==> src/design/cslfa_pkg.sv <==
`default_nettype none

package cslfa_pkg;

    localparam int unsigned DEF_CAPACITY = 65536;
    localparam int unsigned ID_SPACE     = 65536;

    localparam int ID_W      = 16;
    localparam int CNT_W     = 17;
    localparam int CFG_W     = 17;
    localparam int STATUS_W  = 2;
    localparam int REG_IDX_W = 1;

    localparam logic [CFG_W-1:0] RST_START_CHUNK = 17'd4048;
    localparam logic [CFG_W-1:0] RST_GROW_CHUNK  = 17'd1024;

    localparam logic [STATUS_W-1:0] ST_OK       = 2'd0;
    localparam logic [STATUS_W-1:0] ST_FULL     = 2'd1;
    localparam logic [STATUS_W-1:0] ST_RANGE    = 2'd2;
    localparam logic [STATUS_W-1:0] ST_NOT_USED = 2'd3;

    localparam logic [REG_IDX_W-1:0] REG_START_CHUNK = 1'b0;
    localparam logic [REG_IDX_W-1:0] REG_GROW_CHUNK  = 1'b1;

    // two-entry queues on both sides of the back part
    localparam logic [1:0] Q_FULL = 2'd2;

    typedef enum logic {
        REQ_ALLOC = 1'b0,
        REQ_FREE  = 1'b1
    } req_kind_t;

    typedef struct packed {
        req_kind_t       kind;
        logic [ID_W-1:0] slot;
    } cmd_t;

    typedef struct packed {
        logic [ID_W-1:0]     slot;
        logic [STATUS_W-1:0] status;
        logic [CNT_W-1:0]    pool;
    } result_t;

    typedef enum logic {
        BK_FETCH  = 1'b0,
        BK_COMMIT = 1'b1
    } bk_state_t;

    function automatic int unsigned eff_cap(input int unsigned cap);
        return (cap < ID_SPACE) ? cap : ID_SPACE;
    endfunction

endpackage

`default_nettype wire

==> src/design/cslfa_front.sv <==
`default_nettype none

module cslfa_front (
    input  wire logic                       clk,
    input  wire logic                       rst_n,
    input  wire logic                       push,
    output logic                            full,
    input  wire logic                       op,
    input  wire logic [cslfa_pkg::ID_W-1:0] slot_in,
    output logic                            cmd_valid,
    output cslfa_pkg::cmd_t                 cmd,
    input  wire logic                       cmd_take
);
    import cslfa_pkg::*;

    cmd_t       q_reg [2];
    cmd_t       cmd_in;
    logic       wr_ptr_reg, wr_ptr_next;
    logic       rd_ptr_reg, rd_ptr_next;
    logic [1:0] count_reg, count_next;
    logic       put, take;

    // classify the request
    always_comb
    begin
        cmd_in.kind = op ? REQ_FREE : REQ_ALLOC;
        cmd_in.slot = slot_in;
    end

    assign full      = (count_reg == Q_FULL);
    assign cmd_valid = (count_reg != 2'd0);
    assign cmd       = q_reg[rd_ptr_reg];
    assign put       = push && !full;
    assign take      = cmd_valid && cmd_take;

    always_comb
    begin
        wr_ptr_next = wr_ptr_reg ^ put;
        rd_ptr_next = rd_ptr_reg ^ take;
        count_next  = count_reg + {1'b0, put} - {1'b0, take};
    end

    always_ff @(posedge clk or negedge rst_n)
    begin
        if (!rst_n)
        begin
            wr_ptr_reg <= 1'b0;
            rd_ptr_reg <= 1'b0;
            count_reg  <= 2'd0;
        end
        else
        begin
            wr_ptr_reg <= wr_ptr_next;
            rd_ptr_reg <= rd_ptr_next;
            count_reg  <= count_next;
        end
    end

    always_ff @(posedge clk)
    begin
        if (put)
        begin
            q_reg[wr_ptr_reg] <= cmd_in;
        end
    end

`ifndef SYNTHESIS
    a_count_bound: assert property (@(posedge clk) disable iff (!rst_n)
        count_reg != 2'd3)
        else $error("front queue count out of range");

    a_count_up: assert property (@(posedge clk) disable iff (!rst_n)
        (put && !take) |=> (count_reg == $past(count_reg) + 2'd1))
        else $error("front queue lost a beat on push");

    a_count_down: assert property (@(posedge clk) disable iff (!rst_n)
        (take && !put) |=> (count_reg == $past(count_reg) - 2'd1))
        else $error("front queue lost a beat on take");
`endif

endmodule

`default_nettype wire

==> config.mk <==
export PLATFORM = sky130hd
export DESIGN_NAME = cslfa_front
export DESIGN_NICKNAME = d
export VERILOG_FILES = /design/src/design/cslfa_pkg.sv /design/src/design/cslfa_front.sv
export SDC_FILE = /design/constraint.sdc
export NUM_CORES = 1
export LEC_CHECK = 0
export BUFFER_PORTS_ARGS = -buffer_cell sky130_fd_sc_hd__buf_2
export CAP_MARGIN = 0
export CORE_ASPECT_RATIO = 1.4
export CORE_MARGIN = 2
export CORE_UTILIZATION = 51
export CTS_CLUSTER_DIAMETER = 80
export DETAILED_ROUTE_END_ITERATION = 7
export PLACE_DENSITY = 0.78
export SYNTH_ARGS = -nofsm -noshare
export SYNTH_HDL_FRONTEND = slang
export SYNTH_SLANG_ARGS = --single-unit
export TNS_END_PERCENT = 1
==> constraint.sdc <==
create_clock -name clk -period 1.7 [get_ports clk]
set_input_delay 0.17 -clock clk [delete_from_list [all_inputs] [get_ports clk]]
set_output_delay 0.17 -clock clk [all_outputs]
set_load 0.01 [all_outputs]
### Word level (Yosys, flattened, before mapping)

Memories as Yosys holds them, arrays and structs flattened.
Index checks and enable logic that the tools add are counted.

* bits in registers: 4
* output and inout bits: 19
* input bits: 21
* word-level logic and storage cells: 16
* memories: 1
* RAM bits: 34

* add/sub/neg operators: 2
* bitwise operators: 2
* equal/unequal tests: 1
* reductions and logical operators: 4
* multiplexer cells: 3

Memory list
* q_reg: depth 2, width 17, rd ports 1, clocked after memory_dff 0, wr ports 1, line cslfa_front.sv:16 `cmd_t q_reg [2];`

Operators with widths (number)
* two-way mux 1 bit: 3
* adder 2 x 1 -> 2 bit: 1
* == test 2 bit (second input constant): 1
* logical AND 1 bit: 2
* nonzero test 2 bit: 1
* subtractor 2 x 1 -> 2 bit: 1
* XOR 1 bit: 2
* zero test 1 bit: 1

### Longest topological paths before layout

* depth after elaboration: 5
* gate-level depth with buffers: 7
* gate-level depth less buffers: 7

### Least setup slack after synthesis

No wires, ideal clock.

* path kind: register to register
* start point: register count_reg[1]
* end point: memory q_reg[1][0] in the netlist's numbering (enable)
* arrival time: 1.136 ns
* stages on the path, launching flop included: 4
* period minus slack after synthesis: 1.511 ns
* data required time: 1.325 ns
* setup slack: 0.189 ns
* setup time: 0.375 ns
* buffers on the path: 0
* path through: dfrtp_1 > nand2b_1 > and2_1 > ha_1

* word-level cells in the longest chain between the ends: 5

RTL lines
* start: declaration: line cslfa_front.sv:20 `logic [1:0] count_reg, count_next;`
* start signal: assignment: line cslfa_front.sv:55 `count_reg <= count_next;`
* == test 2 bit: line cslfa_front.sv:30 `assign full = (count_reg == Q_FULL);`
* zero test 1 bit: line cslfa_front.sv:33 `assign put = push && !full;`
* logical AND 1 bit: line cslfa_front.sv:33
* two-way mux 1 bit: line cslfa_front.sv:61 `if (put)`
* two-way mux 1 bit (implied by the code): line cslfa_front.sv:63 `q_reg[wr_ptr_reg] <= cmd_in;`
* end: declaration: line cslfa_front.sv:16

No other way between the ends.

### Worst setup path in the final report

* start point: register count_reg[1]
* end point: register count_reg[1]

* word-level cells in the longest chain between the ends: 5

RTL lines
* == test 2 bit: line cslfa_front.sv:30
* zero test 1 bit: line cslfa_front.sv:33
* logical AND 1 bit: line cslfa_front.sv:33
* adder 2 x 1 -> 2 bit: line cslfa_front.sv:40 `count_next = count_reg + {1'b0, put} - {1'b0, take};`
* subtractor 2 x 1 -> 2 bit (*): line cslfa_front.sv:40
* net count_next[1]: line cslfa_front.sv:20

The timed path passes the listed nets; every way through them passes the cells marked *.

==> metrics.md <==
| Metric | Value |
|---|---|
| Max cap viols | `0` |
| FF+latch count, synth | `38` |
| Worst-Margin Slew | `0.414 ns` |
| First-pass GRT wire length | `3410 µm` |
| Post-Place Cells | `151` |
| Post-detail-place hpwl | `1670 µm` |
| Power per cell area | `1660 nW/µm²` |
| Largest net degree at the start of global routing | `18` |
| Combinational power share | `37.4%` |
| Synth async-reset ratio | `10.5%` |
| Status | `completed` |
| Worst skew pair latency | `0.28 ns` |
| Gpl congestion | `0.602` |
| Average size of a mapped cell | `20.5 µm²` |
| Post-synth EDFFs | `34` |
| Clk slew on worst S/H paths | `0.06 ns` |
| Post-Syn Area | `1500 µm²` |
| CP cell instances | `buf_4 -> o21a_1 -> ha_1 -> inv_1 -> ha_1 -> xnor2_2 -> xnor2_1` |
| Top Ports | `40` |
| Die ar. | `3390 µm²` |
| Max Fanout on Critical Path | `3` |
| Area of the multi-input gates | `344 µm²` |
| Top area cells in the synthesized netlist | `edfxtp_1 68%, mux2_4 9.0%, dfrtp_1 6.7%` |
| Sinks on Clock Net | `38` |
| Via count | `766` |
| Setup Skew | `0.00115 ns` |
| Sequential fraction of design power | `44.6%` |
| Yosys warns | `0` |
| Fillers | `228` |
| RSZ-0062 raised after global routing | `true` |
| Worst path slowest cell | `dfrtp_1` |
| Gate Count Post-Synth | `73` |
| Compound-Gate Fraction of Synth Area | `0.501%` |
| FF+latch area | `1120 µm²` |
| Routed wire length | `2270 µm` |
| Drt drc | `0` |
| Post-DP Area | `1750 µm²` |
| Core Region | `2820 µm²` |
| Root buffer cell | `clkbuf_8` |
| Post-Synth Simple-Gate Area | `1.50%` |
| Final Non-Filler Cells | `160` |
| VDD IR max | `0.000954 V` |
| Final setup fails | `0` |
| Prevailing post-synth register cell | `edfxtp_1` |
| Nets | `147` |
| Number of core rows | `23` |
| Max FFs per register | `34` |
| Clock power share | `18.0%` |
| Port Buffers | `39` |
| Crit path capture type | `flop` |
| Post-synth top area cell | `edfxtp_1` |
| Syn nets | `98` |
| Vias in the first global route | `787` |
| Critical path launch point type | `flop` |
| Critical path class | `flop to flop` |
| Post-route cell area | `1850 µm²` |
| Final ANT Viol Nets | `0` |
| Hold Crit Class | `input pin to flop` |
| Tcrit/Tclk final | `96.0%` |
| Starting DRT DRC Count | `6` |
| Clock Path Buffers | `2` |
| TritonCTS clock tree | `yes` |
| Sw power | `881 µW` |
| Top cells by count, synth | `34 x edfxtp_1, 9 x mux2_4, 8 x mux2_2` |
| Post-synthesis xor/xnor area fraction | `1.75%` |
| Gr usage total | `15.0%` |
| H-tree levels | `2` |
| Largest family of logic cells by synthesized area | `multiplexers` |
| Synth top area share | `68.1%` |
| CP max stage delay | `0.38 ns` |
| Die width | `49.8 µm` |
| Most frequent CP cell | `ha_1` |
| Fin crit period | `1.63 ns` |
| Seq/Total Area, Yosys | `74.8%` |
| Antenna cells | `0` |
| Register-to-register setup slack | `0.07 ns` |
| Critical Path RT | `1.87 ns` |
| Adder-cell share of the synthesized area | `3.34%` |
| Gr ovfl total | `0` |
| Initial antenna violation count | `0` |
| Most common cell in the netlist | `edfxtp_1` |
| Count of unique library cells instantiated by Yosys | `15` |
| Utilization of the core after routing | `65.7%` |
| P_int | `2200 µW` |
| Final hold violations | `0` |
| Die Span Y | `68.1 µm` |
| First-pass DRT Iterations | `4` |
| Leak | `0.000765 µW` |
| Fmax achieved | `613 MHz` |
| Synth-to-Final Area Change | `23.7%` |
| Avg Vias per Cell | `4.79` |
| CP arrival | `1.80 ns` |
| Num CTS Buffers | `5` |
| Switching Fraction | `28.6%` |
| Fraction of layout cells with a size suffix above 1 | `56.1%` |
| Final Max Tran Viols | `0` |
| Post-synthesis mux area share | `15.0%` |
| Avg WL per Cell | `14.2 µm` |
| Slew headroom | `72.4%` |
| Starting Density | `53.1%` |
## layout by cell type (no fill, tap or decap)
cell type      netlist  layout
clkbuf_8             0       5
dlygate4sd3_1        0       1
dfrtp_1              4       4
buf_4                0       3
or2_2                1       1
xor2_1               1       1
nand2b_1             1       1
ha_1                 4       2
xnor2_1              2       1
nand2_1              1       1
mux2_4               9       9
edfxtp_1            34      34
buf_2                0      39
o21a_1               1       1
buf_12               1       1
inv_1                4       4
and2_1               1       1
clkbuf_1             0       3
xnor2_2              0       1
ha_2                 0       2
mux2_2               8       8
## metrics by stage
stage	hold WS [ns]	power, µW	setup TNS, ns	setup slack, ns
after global placement	-0.0195	2480	0	0.0794
final	0.0752	3080	0	0.0675
after detailed placement	-0.0162	2530	0	0.0168
after CTS	0.0620	3100	0	0.00259
after global routing	0.0622	3260	-0.0345	-0.0345
after floorplan	-0.126	2160	0	0.189
## power by group through the flow
stage          logic (µW)  clock network [µW]  registers, µW
6_report             1150                 554           1370
5_1_grt              1260                 605           1390
4_1_cts              1150                 575           1380
3_5_place_dp         1140                   0           1400
3_3_place_gp         1110                   0           1370
2_1_floorplan         796                   0           1370
## cells by family (layout without fill, tap and decap cells)
logic type | Yosys count | after routing
compound gates | 1 | 1
fa+ha+maj | 4 | 4
simple gates | 4 | 4
buf+inv | 6 | 56
flops | 38 | 38
mux | 17 | 17
xor+xnor | 3 | 3
## path summary, 6_finish.rpt
kind	endpoint	start	cells past startpoint
min in group asynchronous	count_reg[1]$_DFF_PN0_	rst_n	2
worst max-delay path	count_reg[1]$_DFF_PN0_	count_reg[1]$_DFF_PN0_	7
worst min register to register	count_reg[1]$_DFF_PN0_	count_reg[1]$_DFF_PN0_	2
worst max register to register	count_reg[1]$_DFF_PN0_	count_reg[1]$_DFF_PN0_	7
max in group asynchronous	wr_ptr_reg$_DFF_PN0_	rst_n	2
worst min-delay path	q_reg[1][14]$_DFFE_PP_	slot_in[14]	1
## cell type report
type,instances,share of cell area (%)
well taps,37,2.50
flip-flops and latches,38,60.5
clock buffers,8,4.32
inverters,4,0.810
repair buffers,44,13.4
multi-input cells,29,18.6
## metal layers
metal / up-vias / GRT usage (%) / share of wire [%]
li1: 369 / - / -
met1: 367 / 12.1 / 34
met2: 24 / 29.2 / 58
met3: 6 / 5.46 / 5.3
met4: 0 / 10.4 / 2.7
met5: - / 0 / 0
## critical path, delay by kind of cell, from the launching register on
kind / cells / cell delay (ns)
flops: 1 / 0.38
compound gates: 1 / 0.21
fa+ha+maj: 2 / 0.48
xor+xnor: 2 / 0.26
buf+inv: 2 / 0.18
## timing repair
action                     4_1_cts  5_1_grt
hold endpoints to repair         4        0
hold buffers                     1        0
setup endpoints to repair        0       35
buffers inserted                 0        0
gates resized for setup          0        3
Note: power is estimated with default switching activity, not from simulation.
